--- src/sv/scd_pkg.sv ---
`timescale 1ns / 1ps

package scd_pkg;

   localparam logic ACTION_BYTE = 1'b0;
   localparam logic ACTION_TICK = 1'b1;

   localparam logic [7:0] CHAR_LF = 8'h0A;
   localparam logic [7:0] CHAR_CR = 8'h0D;
   localparam logic [7:0] CHAR_O  = 8'h4F;
   localparam logic [7:0] CHAR_K  = 8'h4B;
   localparam logic [7:0] CMD_ONE_BYTE = 8'h41;
   localparam logic [7:0] CMD_NUMBER   = 8'h4E;
   localparam logic [7:0] CMD_CLEAR    = 8'h43;
   localparam logic [7:0] CMD_SET      = 8'h53;
   localparam logic [7:0] CMD_QUIT     = 8'h51;

   localparam logic [3:0] DIGIT_BLANK = 4'd10;
   localparam logic [3:0] DIGIT_RESET = 4'd5;

   localparam logic [7:0] SLICE_RESET = 8'd2;
   localparam logic [7:0] RING_RESET  = 8'b00000001;
   localparam logic [7:0] RING_TOP    = 8'h80;
   localparam logic [7:0] LEVEL_HIGH  = 8'hFF;
   localparam logic [7:0] LEVEL_LOW   = 8'h00;

   localparam int unsigned PROC_RIGHT_RING = 0;
   localparam int unsigned PROC_LEFT_RING  = 1;
   localparam int unsigned PROC_TOGGLE     = 2;

   localparam logic [1:0] BEAT_O  = 2'd0;
   localparam logic [1:0] BEAT_K  = 2'd1;
   localparam logic [1:0] BEAT_CR = 2'd2;
   localparam logic [1:0] BEAT_LF = 2'd3;

   typedef struct packed {
      logic [7:0] segments;
      logic [7:0] anode;
      logic [7:0] pattern;
      logic       run_valid;
      logic [2:0] run_process;
   } tick_result_type;

   typedef struct packed {
      logic       burst;
      logic [7:0] segments;
      logic [7:0] anode;
      logic [7:0] pattern;
      logic       run_valid;
      logic [2:0] run_process;
   } rsp_load_type;

   function automatic logic [7:0] seg_lookup(input logic [3:0] digit);
      logic [7:0] seg;
      unique case (digit)
         4'd0:    seg = 8'h01;
         4'd1:    seg = 8'b01001111;
         4'd2:    seg = 8'b00010010;
         4'd3:    seg = 8'b00000110;
         4'd4:    seg = 8'h4C;
         4'd5:    seg = 8'h24;
         4'd6:    seg = 8'h20;
         4'd7:    seg = 8'h0F;
         4'd8:    seg = 8'h00;
         4'd9:    seg = 8'h04;
         default: seg = 8'b11111111;
      endcase
      return seg;
   endfunction

   function automatic logic [7:0] ok_char(input logic [1:0] beat);
      logic [7:0] c;
      unique case (beat)
         BEAT_O:  c = CHAR_O;
         BEAT_K:  c = CHAR_K;
         BEAT_CR: c = CHAR_CR;
         default: c = CHAR_LF;
      endcase
      return c;
   endfunction

endpackage

--- src/sv/scd_cmd.sv ---
`timescale 1ns / 1ps

module scd_cmd #(
   parameter int NUM_PROCESSES = 3,
   parameter int NUM_DIGITS    = 8
) (
   input  logic                           clock,
   input  logic                           reset,
   input  logic                           fire_byte,
   input  logic [7:0]                     rx_byte,
   output logic                           ok_burst,
   output logic [NUM_DIGITS-1:0][3:0]     digits,
   output logic [NUM_PROCESSES-1:0]       enable_mask
);
   import scd_pkg::*;

   typedef enum logic [2:0] {
      PH_IDLE,
      PH_ONE,
      PH_DIGITS,
      PH_CR,
      PH_LF,
      PH_SET,
      PH_CLR
   } phase_type;

   phase_type                       phase_ff;
   logic [NUM_DIGITS-1:0][3:0]      digits_ff;
   logic [NUM_PROCESSES-1:0]        enable_ff;
   logic [NUM_PROCESSES-1:0]        enable_bit;
   logic [3:0]                      nibble;

   assign nibble = rx_byte[3:0];

   always_comb begin
      if (nibble >= 4'd1 && nibble <= 4'(NUM_PROCESSES)) begin
         enable_bit = NUM_PROCESSES'(1) << (nibble - 4'd1);
      end else begin
         enable_bit = '0;
      end
   end

   always_ff @(posedge clock) begin
      if (reset) begin
         phase_ff  <= PH_IDLE;
         digits_ff <= {NUM_DIGITS{DIGIT_RESET}};
         enable_ff <= '0;
      end else if (fire_byte) begin
         unique case (phase_ff)
            PH_IDLE: begin
               priority if (rx_byte == CMD_ONE_BYTE) begin
                  phase_ff <= PH_ONE;
               end else if (rx_byte == CMD_NUMBER) begin
                  digits_ff <= {NUM_DIGITS{DIGIT_BLANK}};
                  phase_ff  <= PH_DIGITS;
               end else if (rx_byte == CMD_CLEAR) begin
                  digits_ff <= {NUM_DIGITS{DIGIT_BLANK}};
                  phase_ff  <= PH_CR;
               end else if (rx_byte == CMD_SET) begin
                  phase_ff <= PH_SET;
               end else if (rx_byte == CMD_QUIT) begin
                  phase_ff <= PH_CLR;
               end else begin
                  phase_ff <= PH_IDLE;
               end
            end
            PH_ONE:    phase_ff <= PH_CR;
            PH_DIGITS: begin
               if (rx_byte == CHAR_CR) begin
                  phase_ff <= PH_LF;
               end else begin
                  digits_ff <= {digits_ff[NUM_DIGITS-2:0], nibble};
               end
            end
            PH_CR:     phase_ff <= PH_LF;
            PH_LF:     phase_ff <= PH_IDLE;
            PH_SET: begin
               enable_ff <= enable_ff | enable_bit;
               phase_ff  <= PH_CR;
            end
            PH_CLR: begin
               enable_ff <= enable_ff & ~enable_bit;
               phase_ff  <= PH_CR;
            end
            default:   phase_ff <= PH_IDLE;
         endcase
      end
   end

   assign ok_burst    = fire_byte && (phase_ff == PH_LF);
   assign digits      = digits_ff;
   assign enable_mask = enable_ff;

endmodule

--- src/sv/scd_sched.sv ---
`timescale 1ns / 1ps

module scd_sched #(
   parameter int NUM_PROCESSES = 3,
   parameter int NUM_DIGITS    = 8
) (
   input  logic                        clock,
   input  logic                        reset,
   input  logic                        fire_tick,
   input  logic                        csr_write_enable,
   input  logic [7:0]                  csr_write_data,
   input  logic [NUM_PROCESSES-1:0]    enable_mask,
   input  logic [NUM_DIGITS-1:0][3:0]  digits,
   output scd_pkg::tick_result_type    result
);
   import scd_pkg::*;

   localparam int SW = $clog2(NUM_DIGITS);
   localparam int PW = (NUM_PROCESSES > 1) ? $clog2(NUM_PROCESSES) : 1;
   localparam int CW = PW + 1;

   logic [7:0]    slice_length_ff;
   logic [7:0]    slice_count_ff;
   logic [SW-1:0] scan_ff;
   logic [SW-1:0] scan_in;
   logic [PW-1:0] current_ff;
   logic [PW-1:0] pick;
   logic [CW-1:0] cand;
   logic [7:0]    right_ring_ff;
   logic [7:0]    left_ring_ff;
   logic          toggle_ff;
   logic [7:0]    pattern_ff;
   logic [7:0]    right_in;
   logic [7:0]    left_in;
   logic          toggle_in;
   logic [7:0]    pattern_in;
   logic          slice_end;
   logic          run;

   assign scan_in   = (scan_ff == SW'(NUM_DIGITS - 1)) ? '0 : scan_ff + SW'(1);
   assign slice_end = (slice_count_ff == slice_length_ff - 8'd1);
   assign run       = fire_tick && slice_end && (|enable_mask);

   always_comb begin
      pick = current_ff;
      cand = '0;
      for (int k = NUM_PROCESSES; k >= 1; k--) begin
         cand = {1'b0, current_ff} + CW'(k);
         if (cand >= CW'(NUM_PROCESSES)) begin
            cand = cand - CW'(NUM_PROCESSES);
         end
         if (enable_mask[cand[PW-1:0]]) begin
            pick = cand[PW-1:0];
         end
      end
   end

   assign right_in  = (right_ring_ff == RING_TOP) ? RING_RESET : {right_ring_ff[6:0], 1'b0};
   assign left_in   = (left_ring_ff == RING_RESET) ? RING_TOP : {1'b0, left_ring_ff[7:1]};
   assign toggle_in = ~toggle_ff;

   always_comb begin
      pattern_in = pattern_ff;
      if (run) begin
         priority if (32'(pick) == PROC_RIGHT_RING) begin
            pattern_in = right_in;
         end else if (32'(pick) == PROC_LEFT_RING) begin
            pattern_in = left_in;
         end else if (32'(pick) == PROC_TOGGLE) begin
            pattern_in = toggle_in ? LEVEL_HIGH : LEVEL_LOW;
         end else begin
            pattern_in = pattern_ff;
         end
      end
   end

   always_ff @(posedge clock) begin
      if (reset) begin
         slice_length_ff <= SLICE_RESET;
      end else if (csr_write_enable) begin
         slice_length_ff <= csr_write_data;
      end
   end

   always_ff @(posedge clock) begin
      if (reset) begin
         slice_count_ff <= '0;
         scan_ff        <= SW'(NUM_DIGITS - 1);
         current_ff     <= '0;
         right_ring_ff  <= RING_RESET;
         left_ring_ff   <= RING_RESET;
         toggle_ff      <= 1'b0;
         pattern_ff     <= '0;
      end else if (fire_tick) begin
         scan_ff        <= scan_in;
         slice_count_ff <= slice_end ? 8'd0 : slice_count_ff + 8'd1;
         pattern_ff     <= pattern_in;
         if (run) begin
            current_ff <= pick;
            if (32'(pick) == PROC_RIGHT_RING) begin
               right_ring_ff <= right_in;
            end
            if (32'(pick) == PROC_LEFT_RING) begin
               left_ring_ff <= left_in;
            end
            if (32'(pick) == PROC_TOGGLE) begin
               toggle_ff <= toggle_in;
            end
         end
      end
   end

   always_comb begin
      result.segments    = seg_lookup(digits[scan_in]);
      result.anode       = 8'b00000001 << scan_in;
      result.pattern     = pattern_in;
      result.run_valid   = run;
      result.run_process = run ? 3'(pick) : 3'd0;
   end

endmodule

--- src/sv/scd_out.sv ---
`timescale 1ns / 1ps

module scd_out (
   input  logic                  clock,
   input  logic                  reset,
   input  logic                  load,
   input  scd_pkg::rsp_load_type load_data,
   output logic                  out_free,
   output logic                  rsp_valid,
   input  logic                  rsp_ready,
   output logic                  rsp_tx_valid,
   output logic [7:0]            rsp_tx_byte,
   output logic                  rsp_last,
   output logic [7:0]            rsp_segments,
   output logic [7:0]            rsp_anode,
   output logic [7:0]            rsp_pattern_out,
   output logic                  rsp_run_valid,
   output logic [2:0]            rsp_run_process
);
   import scd_pkg::*;

   logic         valid_ff;
   logic [1:0]   beat_ff;
   rsp_load_type data_ff;
   logic         last;

   assign last     = !data_ff.burst || (beat_ff == BEAT_LF);
   assign out_free = !valid_ff || (rsp_ready && last);

   always_ff @(posedge clock) begin
      if (reset) begin
         valid_ff <= 1'b0;
         beat_ff  <= BEAT_O;
      end else if (load) begin
         valid_ff <= 1'b1;
         beat_ff  <= BEAT_O;
      end else if (valid_ff && rsp_ready) begin
         if (last) begin
            valid_ff <= 1'b0;
            beat_ff  <= BEAT_O;
         end else begin
            beat_ff <= beat_ff + 2'd1;
         end
      end
   end

   always_ff @(posedge clock) begin
      if (load) begin
         data_ff <= load_data;
      end
   end

   assign rsp_valid       = valid_ff;
   assign rsp_tx_valid    = data_ff.burst;
   assign rsp_tx_byte     = data_ff.burst ? ok_char(beat_ff) : 8'd0;
   assign rsp_last        = last;
   assign rsp_segments    = data_ff.segments;
   assign rsp_anode       = data_ff.anode;
   assign rsp_pattern_out = data_ff.pattern;
   assign rsp_run_valid   = data_ff.run_valid;
   assign rsp_run_process = data_ff.run_process;

`ifndef NO_ASSERTIONS
   a_beat_advance: assert property (@(posedge clock) disable iff (reset)
      valid_ff && data_ff.burst && rsp_ready && (beat_ff != BEAT_LF)
      |=> valid_ff && data_ff.burst && (beat_ff == $past(beat_ff) + 2'd1))
      else $error("reply beat did not advance");
   a_single_beat: assert property (@(posedge clock) disable iff (reset)
      valid_ff && !data_ff.burst |-> (beat_ff == BEAT_O) && last)
      else $error("single result carries a beat count");
   a_no_overwrite: assert property (@(posedge clock) disable iff (reset)
      load |-> out_free)
      else $error("result register loaded while occupied");
`endif

endmodule

--- src/sv/serial_command_display_scheduler_core.sv ---
`timescale 1ns / 1ps
// Channel  Handshake               Payload
// req      req_valid / req_ready   req_action, req_rx_byte
// rsp      rsp_valid / rsp_ready   rsp_tx_valid .. rsp_run_process
// csr      csr_write_enable        csr_write_data (slice length)
//
// A transaction goes input register -> command/scheduler logic -> result register:
// one transaction per cycle sustained while rsp is ready and no reply burst is out.
// A command's LF-phase byte (any value) yields four results (O K CR LF) from the
// result register's beat counter; the next load waits for the last. Reset is synchronous;
// no clearing pass. A stalled rsp holds the result register and a full input one.

module serial_command_display_scheduler_core #(
   parameter int NUM_PROCESSES = 3,
   parameter int NUM_DIGITS    = 8
) (
   input  logic       clock,
   input  logic       reset,
   input  logic       req_valid,
   output logic       req_ready,
   input  logic       req_action,
   input  logic [7:0] req_rx_byte,
   output logic       rsp_valid,
   input  logic       rsp_ready,
   output logic       rsp_tx_valid,
   output logic [7:0] rsp_tx_byte,
   output logic       rsp_last,
   output logic [7:0] rsp_segments,
   output logic [7:0] rsp_anode,
   output logic [7:0] rsp_pattern_out,
   output logic       rsp_run_valid,
   output logic [2:0] rsp_run_process,
   input  logic       csr_write_enable,
   input  logic [7:0] csr_write_data
);
   import scd_pkg::*;

   logic                          in_valid_ff;
   logic                          in_action_ff;
   logic [7:0]                    in_byte_ff;
   logic                          out_free;
   logic                          fire;
   logic                          fire_tick;
   logic                          fire_byte;
   logic                          ok_burst;
   logic [NUM_DIGITS-1:0][3:0]    digits;
   logic [NUM_PROCESSES-1:0]      enable_mask;
   tick_result_type               tick_res;
   rsp_load_type                  load_data;

   assign fire      = in_valid_ff && out_free;
   assign fire_tick = fire && (in_action_ff == ACTION_TICK);
   assign fire_byte = fire && (in_action_ff == ACTION_BYTE);
   assign req_ready = !in_valid_ff || out_free;

   always_ff @(posedge clock) begin
      if (reset) begin
         in_valid_ff <= 1'b0;
      end else if (req_valid && req_ready) begin
         in_valid_ff <= 1'b1;
      end else if (fire) begin
         in_valid_ff <= 1'b0;
      end
   end

   always_ff @(posedge clock) begin
      if (req_valid && req_ready) begin
         in_action_ff <= req_action;
         in_byte_ff   <= req_rx_byte;
      end
   end

   scd_cmd #(
      .NUM_PROCESSES(NUM_PROCESSES),
      .NUM_DIGITS   (NUM_DIGITS)
   ) u_cmd (
      .clock      (clock),
      .reset      (reset),
      .fire_byte  (fire_byte),
      .rx_byte    (in_byte_ff),
      .ok_burst   (ok_burst),
      .digits     (digits),
      .enable_mask(enable_mask)
   );

   scd_sched #(
      .NUM_PROCESSES(NUM_PROCESSES),
      .NUM_DIGITS   (NUM_DIGITS)
   ) u_sched (
      .clock           (clock),
      .reset           (reset),
      .fire_tick       (fire_tick),
      .csr_write_enable(csr_write_enable),
      .csr_write_data  (csr_write_data),
      .enable_mask     (enable_mask),
      .digits          (digits),
      .result          (tick_res)
   );

   always_comb begin
      load_data.burst   = ok_burst;
      load_data.pattern = tick_res.pattern;
      if (in_action_ff == ACTION_TICK) begin
         load_data.segments    = tick_res.segments;
         load_data.anode       = tick_res.anode;
         load_data.run_valid   = tick_res.run_valid;
         load_data.run_process = tick_res.run_process;
      end else begin
         load_data.segments    = 8'd0;
         load_data.anode       = 8'd0;
         load_data.run_valid   = 1'b0;
         load_data.run_process = 3'd0;
      end
   end

   scd_out u_out (
      .clock          (clock),
      .reset          (reset),
      .load           (fire),
      .load_data      (load_data),
      .out_free       (out_free),
      .rsp_valid      (rsp_valid),
      .rsp_ready      (rsp_ready),
      .rsp_tx_valid   (rsp_tx_valid),
      .rsp_tx_byte    (rsp_tx_byte),
      .rsp_last       (rsp_last),
      .rsp_segments   (rsp_segments),
      .rsp_anode      (rsp_anode),
      .rsp_pattern_out(rsp_pattern_out),
      .rsp_run_valid  (rsp_run_valid),
      .rsp_run_process(rsp_run_process)
   );

endmodule

--- config.mk ---
export PLATFORM = sky130hd
export DESIGN_NAME = serial_command_display_scheduler_core
export DESIGN_NICKNAME = d
export VERILOG_FILES = /design/src/sv/scd_pkg.sv /design/src/sv/scd_cmd.sv /design/src/sv/scd_sched.sv /design/src/sv/scd_out.sv /design/src/sv/serial_command_display_scheduler_core.sv
export SDC_FILE = /design/constraint.sdc
export NUM_CORES = 1
export LEC_CHECK = 0
export BUFFER_PORTS_ARGS = -buffer_cell sky130_fd_sc_hd__buf_2
export CAP_MARGIN = 30
export CORE_ASPECT_RATIO = 1.75
export CORE_MARGIN = 2
export CORE_UTILIZATION = 59
export DETAILED_ROUTE_END_ITERATION = 10
export PLACE_DENSITY_LB_ADDON = 0.12
export SYNTH_ARGS = -nofsm -noshare
export SYNTH_HDL_FRONTEND = slang
export SYNTH_SLANG_ARGS = --single-unit
--- constraint.sdc ---
create_clock -name clock -period 4.59 [get_ports clock]
set_input_delay 0.6885 -clock clock [delete_from_list [all_inputs] [get_ports clock]]
set_output_delay 0.6885 -clock clock [all_outputs]
set_load 0.01 [all_outputs]
==> results.md, run 1 <==
Power and ir drop:
- Of the total power, the share spent switching nets is 0.233.
- Of the total power, combinational logic draws 0.053.
- The fraction of power consumed by the clock network is 0.483.
- In this run the power density over the cells is 363 nW/µm².
- The internal power of the cells totals 1.96 mW.
- The largest voltage drop on the vdd net is 392 µV.
- The share of total power dissipated in sequential elements is 0.464.
- The leakage power is 2.79 nW.
- The total net switching power is 0.592 mW.
- The final total power is 2.55 mW.

Synth:
- A synthesized cell averages 9.33 µm².
- In the synthesized netlist the dominant register cell turns out to be sky130_fd_sc_hd__dfxtp_1.
- By instance count, the leading cell after synthesis is sky130_fd_sc_hd__dfxtp_1.
- The number of distinct library cell variants in the gate-level netlist after synthesis is 63.
- The cell taking the most area after synthesis is sky130_fd_sc_hd__dfxtp_1.
- The warning count from the yosys run is 0.
- By area the synthesized netlist is led by sky130_fd_sc_hd__dfxtp_1 29%, sky130_fd_sc_hd__edfxtp_1 18%, sky130_fd_sc_hd__ha_1 5.1%.
- The gate count of the mapped netlist is 658.
- The sequential area share after synthesis is 0.468.
- In the synthesized netlist the async set-or-reset flop fraction comes to 0.
- Sorting the synthesized cells by how often they occur yields 88 x sky130_fd_sc_hd__dfxtp_1, 79 x sky130_fd_sc_hd__nor2_1, 61 x sky130_fd_sc_hd__nand3_1.
- After synthesis the cells add up to 6140 µm².
- The count of flip-flops with a built-in enable after synthesis is 37.
- The share of synthesized area in the top cell type comes to 0.287.
- The flip-flop and latch count after synthesis is 125.

CTS:
- The clock sink total is 125.
- In this run the clock root is driven by a sky130_fd_sc_hd__clkbuf_16.
- The setup fix buffers added after clock tree synthesis is 0.
- CTS built an H-tree with a depth of 4.
- The clock tree from TritonCTS is yes.
- The longest clock path from root to sink contains 2 buffers.
- The number of gates resized after CTS was 0.
- The worst-skew pair later-pin latency is 410 ps.
- Hold repair after CTS inserted 0 buffers.
- Clock-pin slew was measured on the worst setup and hold paths at 60 ps.
- Counting the buffers created by CTS gives 17.

Run status:
- The run finished with clean final reports.

Critical path:
- The maximum fanout count along the critical path is 14.
- The startpoint kind of the worst setup timing path is a flop.
- The critical path capture point type is a flop.
- The arrival time reported for the critical path endpoint is 3510 ps.
- The critical path starts at u_sched.current_ff[0].
- The required time at the endpoint of the critical path is 4850 ps.
- In this run the critical register-to-register path is launched from u_sched.current_ff[0].
- The critical path is of the reg2reg type.

Layout:
- The layout overhead on the synthesized area is 14.2%.
- The share of final-layout standard cells stronger than drive strength 1 is 0.154.
- Summing all multi-input logic gate instances after layout gives 3020 µm².
- The sequential cell area in the final layout is 2870 µm².
- The finished layout holds 841 standard cells, fillers aside.
- The final layout contains 748 nets.
- The number of diodes is 0.
- Counting the fill cells in the layout gives 799.

STA:
- The setup TNS after final layout is 0 ps.
- The worst-case hold slack is 453 ps.
- The number of pins with negative max-slew slack in the final report is 0.
- Setup violations remaining at the end of the flow were counted as 0.
- Setup repair after global routing left no endpoint under its margin.
- Timing would allow up to 308 MHz.
- The worst relative slew slack is 0.387.
- The final hold violation count came to 0.
- The worst path in the final design needs a cycle of 3250 ps, including I/O delays and setup.
- Dividing the final minimum period by the clock period gives 0.707.
- The transition at the pin with the smallest max-transition slack is 912 ps.
- The maximum clock skew at final layout is 7.28 ps.

Die:
- 62 I/O pins were placed.
- Measured along the y axis, the die boundary spans 139 µm.
- In this run the standard cell core region covers 10200 µm².
- The initial core utilization is 0.600.
- The die boundary width is 81.1 µm.
- The floorplan step defined a die boundary enclosing 11300 µm².
- The row count is 49.

GRT:
- The number of antenna violations at the first check in global routing is 0.
- The first global-routing pass estimated 23300 µm of wire.
- Summed over all layers, the global routing overflow is 0.
- The number of global-route vias before repair is 5053.
- In the global route stage, overall resource usage came out at 0.264.
- The largest net degree at the start of global routing is 65.

Job:
- Max-cap violations in this run came to 0.

Drt:
- The via count normalized by instance count is 5.90.
- Wires add up to 13700 µm.
- The post-route antenna net violation count is 0.
- Dividing the detail-routed wire length by the instance count gives 16.3 µm.
- For this run, the detailed router's first-pass iteration total came to 5.
- The number of vias after detailed routing is 4960.
- After detailed routing, the number of remaining DRC violations is 0.
- After the first detailed-routing iteration, the DRC count stood at 261.

Place:
- The quantity of I/O buffers inserted on ports is 57.
- The global placer's final weighted congestion is 0.905.
- Counting tap cells, the placed design contains a total of 809 instances.
- The placed wire-length estimate is 9670 µm.

Min path:
- The type of the tightest min-delay check is in2reg.
- The worst hold path begins at req_action.
## kinds of logic after synthesis
group                      after synthesis  synth area share
buffers and inverters                   64            0.0442
other                                    1          0.000611
muxes                                   25            0.0572
adders and majority gates               25            0.0509
and+or+nand+nor                        261             0.213
AOI/OAI and AO/OA                      139             0.141
xor gates and xnor gates                18            0.0257
DFF                                    125             0.468
## metrics by stage
| step | setup WS (ps) | area [µm²] | utilization |
|---|---|---|---|
| 2_1_floorplan | 1100 | 6150 | - |
| 3_3_place_gp | 1450 | 6460 | 0.631 |
| 3_5_place_dp | 1350 | 6460 | 0.631 |
| 4_1_cts | 1340 | 7010 | 0.685 |
| 5_1_grt | 1050 | 7010 | 0.685 |
| 6_report | 1340 | 7010 | 0.685 |
## flip-flops by register name (all words and copies together), names as in the netlist, named ones only
name,cells
u_sched.left_ring_ff,8
u_cmd.digits,32
u_sched.toggle_ff,1
u_out.rsp_run_valid,1
u_sched.pattern_ff,8
u_out.beat_ff,2
u_out.rsp_anode,8
u_out.rsp_segments,8
u_sched.scan_ff,3
u_out.rsp_run_process,2
u_cmd.phase_ff,3
u_out.rsp_pattern_out,8
in_action_ff,1
u_sched.slice_count_ff,8
in_byte_ff,8
in_valid_ff,1
u_sched.slice_length_ff,8
u_out.rsp_tx_valid,1
u_sched.current_ff,2
u_out.rsp_valid,1
u_sched.right_ring_ff,8
## layer usage
metal	track usage	up-vias	wire [µm]	part of all wire
met5	0	-	0	0
met4	0.127	0	370	0.027
met3	0.0488	30	298	0.022
met2	0.497	80	7890	0.58
met1	0.265	2402	5140	0.37
li1	-	2448	-	-
## final timing paths
kind | endpoint | slack (ps) | cells past startpoint
worst max-delay path | u_out.rsp_pattern_out[1] | 1340 | 8
worst min-delay path | in_action_ff | 450 | 1
worst max register to register | u_out.rsp_pattern_out[1] | 1340 | 8
worst min register to register | u_sched.scan_ff[2] | 490 | 2
## layout by cell type, fill, tap and decap left out, types with 8 or more instances in the layout
| cell type | instances |
|---|---|
| sky130_fd_sc_hd__dfxtp_1 | 88 |
| sky130_fd_sc_hd__nor2_1 | 78 |
| sky130_fd_sc_hd__nand3_1 | 61 |
| sky130_fd_sc_hd__buf_2 | 58 |
| sky130_fd_sc_hd__o21ai_0 | 49 |
| sky130_fd_sc_hd__edfxtp_1 | 37 |
| sky130_fd_sc_hd__nand2_1 | 34 |
| sky130_fd_sc_hd__a21oi_1 | 29 |
| sky130_fd_sc_hd__ha_1 | 25 |
| sky130_fd_sc_hd__nand2b_1 | 22 |
| sky130_fd_sc_hd__inv_1 | 22 |
| sky130_fd_sc_hd__clkbuf_16 | 17 |
| sky130_fd_sc_hd__a211oi_1 | 16 |
| sky130_fd_sc_hd__mux2i_1 | 16 |
| sky130_fd_sc_hd__xnor2_1 | 11 |
| sky130_fd_sc_hd__and3_1 | 11 |
| sky130_fd_sc_hd__a31oi_1 | 9 |
| sky130_fd_sc_hd__nor4_1 | 8 |
| sky130_fd_sc_hd__mux4_2 | 8 |
## area by class of cell
cell class                 count  area share
clock buffer                  18      0.0612
tap                          127      0.0227
multi-input combinational    472       0.431
clock inverter                14      0.0175
sequential                   125       0.410
inverter                      23      0.0123
timing repair buffer          62      0.0457
## worst max-delay path, stage by stage (launching register included)
cell                       delay, ps
sky130_fd_sc_hd__dfxtp_1         410
sky130_fd_sc_hd__inv_1           150
sky130_fd_sc_hd__ha_1            550
sky130_fd_sc_hd__nand2b_1        100
sky130_fd_sc_hd__a221oi_1        310
sky130_fd_sc_hd__o211ai_1        340
sky130_fd_sc_hd__a211oi_1        790
sky130_fd_sc_hd__o21ai_0         290
sky130_fd_sc_hd__nand3_1         160
## power by group through the flow
stage | clock (mW) | sequential, mW | combinational (mW)
floorplan | 0 | 1.20 | 0.0908
global placement | 0 | 1.20 | 0.132
detailed placement | 0 | 1.21 | 0.136
CTS | 1.25 | 1.18 | 0.136
global route | 1.30 | 1.19 | 0.149
finish | 1.23 | 1.18 | 0.136
No activity file was read; power rests on OpenSTA's default activity.
==> run 2: changes to the inputs <==
CORE_UTILIZATION = 53   (was 59)
clock period = 2.6 ns   (was 4.59 ns; I/O delays follow)
==> results.md, run 2 (synthesis gave the netlist of run 1 again) <==
Run status:
- The flow ran to the end, and the final reports show no timing, DRC or antenna violations.

STA:
- The worst relative slew slack was 0.333 (-0.0544).
- The count of final setup violators is 0 (unchanged).
- The minimum setup slack in the final design is 54.0 ps (-1290 ps).
- The setup TNS after final layout is 0 ps (unchanged).
- The final period demand of the worst path is 2550 ps (-700 ps).
- The number of pins with negative max-slew slack in the final report came to 0 (unchanged).
- The transition at the pin with the smallest max-transition slack is 1000 ps (+87.5 ps).
- The highest attainable clock frequency is 393 MHz (+27%).
- The maximum clock skew at final layout came to 7.56 ps (+0.278 ps).
- The final hold violation count is 0 (unchanged).
- The final worst-path cycle share came to 0.979 (+0.272).

CTS:
- The clock sink total came to 125 (unchanged).
- The worst-skew pair later-pin latency is 420 ps (about the same).
- The maximum clock path buffer count is 2 (unchanged).
- The clock transition at the registers of the reported paths was 60 ps (about the same).
- TritonCTS built the clock tree.
- The tree is rooted in a sky130_fd_sc_hd__clkbuf_16.
- The total clock buffers created by CTS came to 17 (unchanged).
- The H-tree depth is 4 (unchanged).

Min path:
- The hold path depth is 1 (unchanged).
- The worst hold path startpoint is req_rx_byte[5].
- The worst hold path terminates at in_byte_ff[5].
- The type of the tightest min-delay check is in2reg.

Layout:
- The net total in the final layout is 794 (+6.1%).
- In the layout the commonest cells are 85 x sky130_fd_sc_hd__dfxtp_1, 78 x sky130_fd_sc_hd__nor2_1, 61 x sky130_fd_sc_hd__nand3_1.
- The post-route standard cell area excluding fillers is 7650 µm² (+9.1%).
- The number of filler instances in the final layout is 931 (+17%).
- The sequential cell area in the final layout is 2880 µm² (+0.13%).
- The library cell used most frequently in the layout, excluding fill and tap cells, is sky130_fd_sc_hd__dfxtp_1.
- Relative to the synthesized area, the layout overhead comes to 24.5%.
- The number of flip-flops under the largest register name is 32 (unchanged).
- The number of diodes is 0 (unchanged).
- The multi-input logic area is 3210 µm² (+6.1%).
- The share of final-layout standard cells stronger than drive strength 1 is 0.239 (+0.0854).

Die:
- The die footprint is 12500 µm² (+11%).
- The die boundary width is 85.4 µm (+5.2%).
- The initial core utilization is 0.536 (-0.0635).
- The overall die height came to 146 µm (+5.3%).
- The standard cell core area came to 11500 µm² (+12%).
- The count of pins on the block boundary came to 62 (unchanged).
- The row count was 52 (+6.1%).

Place:
- The global placer's final weighted congestion is 0.868 (-4.1%).
- The instance area after placement was 6820 µm² (+5.5%).
- The placed wire-length estimate is 10200 µm (+5.0%).
- The quantity of I/O buffers inserted on ports came to 57 (unchanged).
- The minimum setup slack after placement was -157 ps (-1510 ps).

Power and ir drop:
- The power density over the cells is 625 nW/µm² (+72%).
- The largest voltage drop on the vdd net came to 565 µV (+44%).
- The leakage power came to 3.07 nW (+10%).

Critical path:
- The worst reg2reg path depth was 7 (-1).
- The worst setup path is launched from a flop.
- The slack of the worst reg-to-reg path is 50 ps (-1290 ps).
- The endpoint identified for the worst register-to-register timing path is u_sched.left_ring_ff[7].
- The library cell contributing the largest single delay on the critical path is sky130_fd_sc_hd__or4_4.
- The arrival time reported for the critical path endpoint is 2890 ps (-620 ps).
- The maximum fanout count along the critical path is 5 (-9).
- The highest cell delay on the worst timing path is 570 ps (-220 ps).
- Among the stages of the critical path, the cell type that occurs most often is sky130_fd_sc_hd__or3_1.
- The launch point of the worst reg-to-reg path is u_sched.slice_length_ff[3].
- STA classifies the critical path endpoint as a flop.
- The required time at the endpoint of the critical path is 2940 ps (-1910 ps).
- The signal on the critical path passes through or3_1, o31ai_2, nand4b_1, buf_4, or4_4, or3_1, a21oi_1.
- The worst setup path is of the reg2reg kind.

GRT:
- The remaining global-route overflow is 0 (unchanged).
- The largest net degree at the start of global routing was 65 (unchanged).
- The wire length of the first global-routing pass is 24100 µm (+3.4%).
- The number of global-route vias before repair is 5209 (+3.1%).
- The global routing usage summed across all routing layers came to 0.242 (-0.0219).
- The number of antenna violations at the first check in global routing is 0 (unchanged).

Drt:
- The post-route antenna net violation count is 0 (unchanged).
- The detailed-route wire length per cell is 16.9 µm (+3.7%).
- The number of vias after detailed routing is 5239 (+5.6%).
- The number of detailed-routing iterations run before antenna repair is 5 (unchanged).
- The via count normalized by instance count was 5.85 (-0.75%).
- The number of DRC violations after detailed-routing iteration 0 was 277 (+6.1%).
- The total detailed-routing wirelength is 15100 µm (+10%).
- The total DRC errors in the routed layout came to 0 (unchanged).

Job:
- The number of max-cap violations came to 0 (unchanged).
==> run 2: cell count changes in the layout (fill, tap and decap cells not counted), moves of 4 or more <==
cell / delta
sky130_fd_sc_hd__buf_4: +38
sky130_fd_sc_hd__o21ai_0: -12
sky130_fd_sc_hd__o21ai_1: +11
sky130_fd_sc_hd__ha_1: -5
sky130_fd_sc_hd__mux2i_1: -4
==> run 2: timing repair <==
| item | CTS | global route |
|---|---|---|
| buffers inserted | 1 | 5 |
| cloned | 1 | 2 |
| hold buffers | 0 | 0 |
| pin swaps | 4 | 9 |
| setup endpoints to repair | 48 | 43 |
| gates resized for setup | 5 | 37 |
| hold endpoints to repair | 0 | 0 |
==> run 2: cell type report <==
| cell class | instances | area share |
|---|---|---|
| Clock buffer | 19 | 0.0607 |
| Clock inverter | 13 | 0.0183 |
| Inverter | 23 | 0.0129 |
| Multi-Input combinational cell | 475 | 0.419 |
| Sequential cell | 125 | 0.376 |
| Tap cell | 135 | 0.0221 |
| Timing Repair Buffer | 105 | 0.0908 |
==> run 2: critical path: cells and delay by family (launching register included) <==
kind / cells / cell delay (ps)
buffers and inverters: 1 / 210
DFF: 1 / 360
AOI/OAI and AO/OA: 2 / 330
and+or+nand+nor: 4 / 1560
==> run 2: metal layers <==
metal | track usage | wire length [µm] | vias to the layer above
met3 | 0.0548 | 501 | 45
li1 | - | - | 2563
met5 | 0 | 0 | -
met4 | 0.111 | 580 | 0
met2 | 0.447 | 8410 | 129
met1 | 0.252 | 5620 | 2502
==> run 2: where the power goes <==
group	switching, mW	leakage [nW]	total (mW)	internal, mW
sequential	0.0305	1.07	2.08	2.05
combinational	0.187	1.71	0.323	0.136
clock	0.884	0.288	2.37	1.49
total	1.10	3.07	4.78	3.68
==> run 2: per-stage QoR <==
step           hold slack [ps]  utilization  cells  power (mW)
6_report                   148        0.668    895        4.78
5_1_grt                    132        0.668    895        4.92
4_1_cts                    129        0.651    888        4.77
3_5_place_dp               478        0.595    854        2.40
3_3_place_gp               454        0.595    854        2.40
2_1_floorplan              443            -    661        2.30
==> run 2: worst max path at each step <==
stage,from,end,slack [ps],cells after the start
after floorplan,u_sched.scan_ff[0],u_out.rsp_segments[3],6,10
after CTS,u_sched.scan_ff[0],u_out.rsp_segments[6],0.4,9
final,u_sched.slice_length_ff[3],u_sched.left_ring_ff[7],50,7
after global placement,u_sched.slice_length_ff[2],u_sched.current_ff[1],-80,8
after detailed placement,u_sched.slice_length_ff[2],u_sched.current_ff[0],-160,8
after global routing,u_sched.current_ff[0],u_out.rsp_pattern_out[3],-40,9
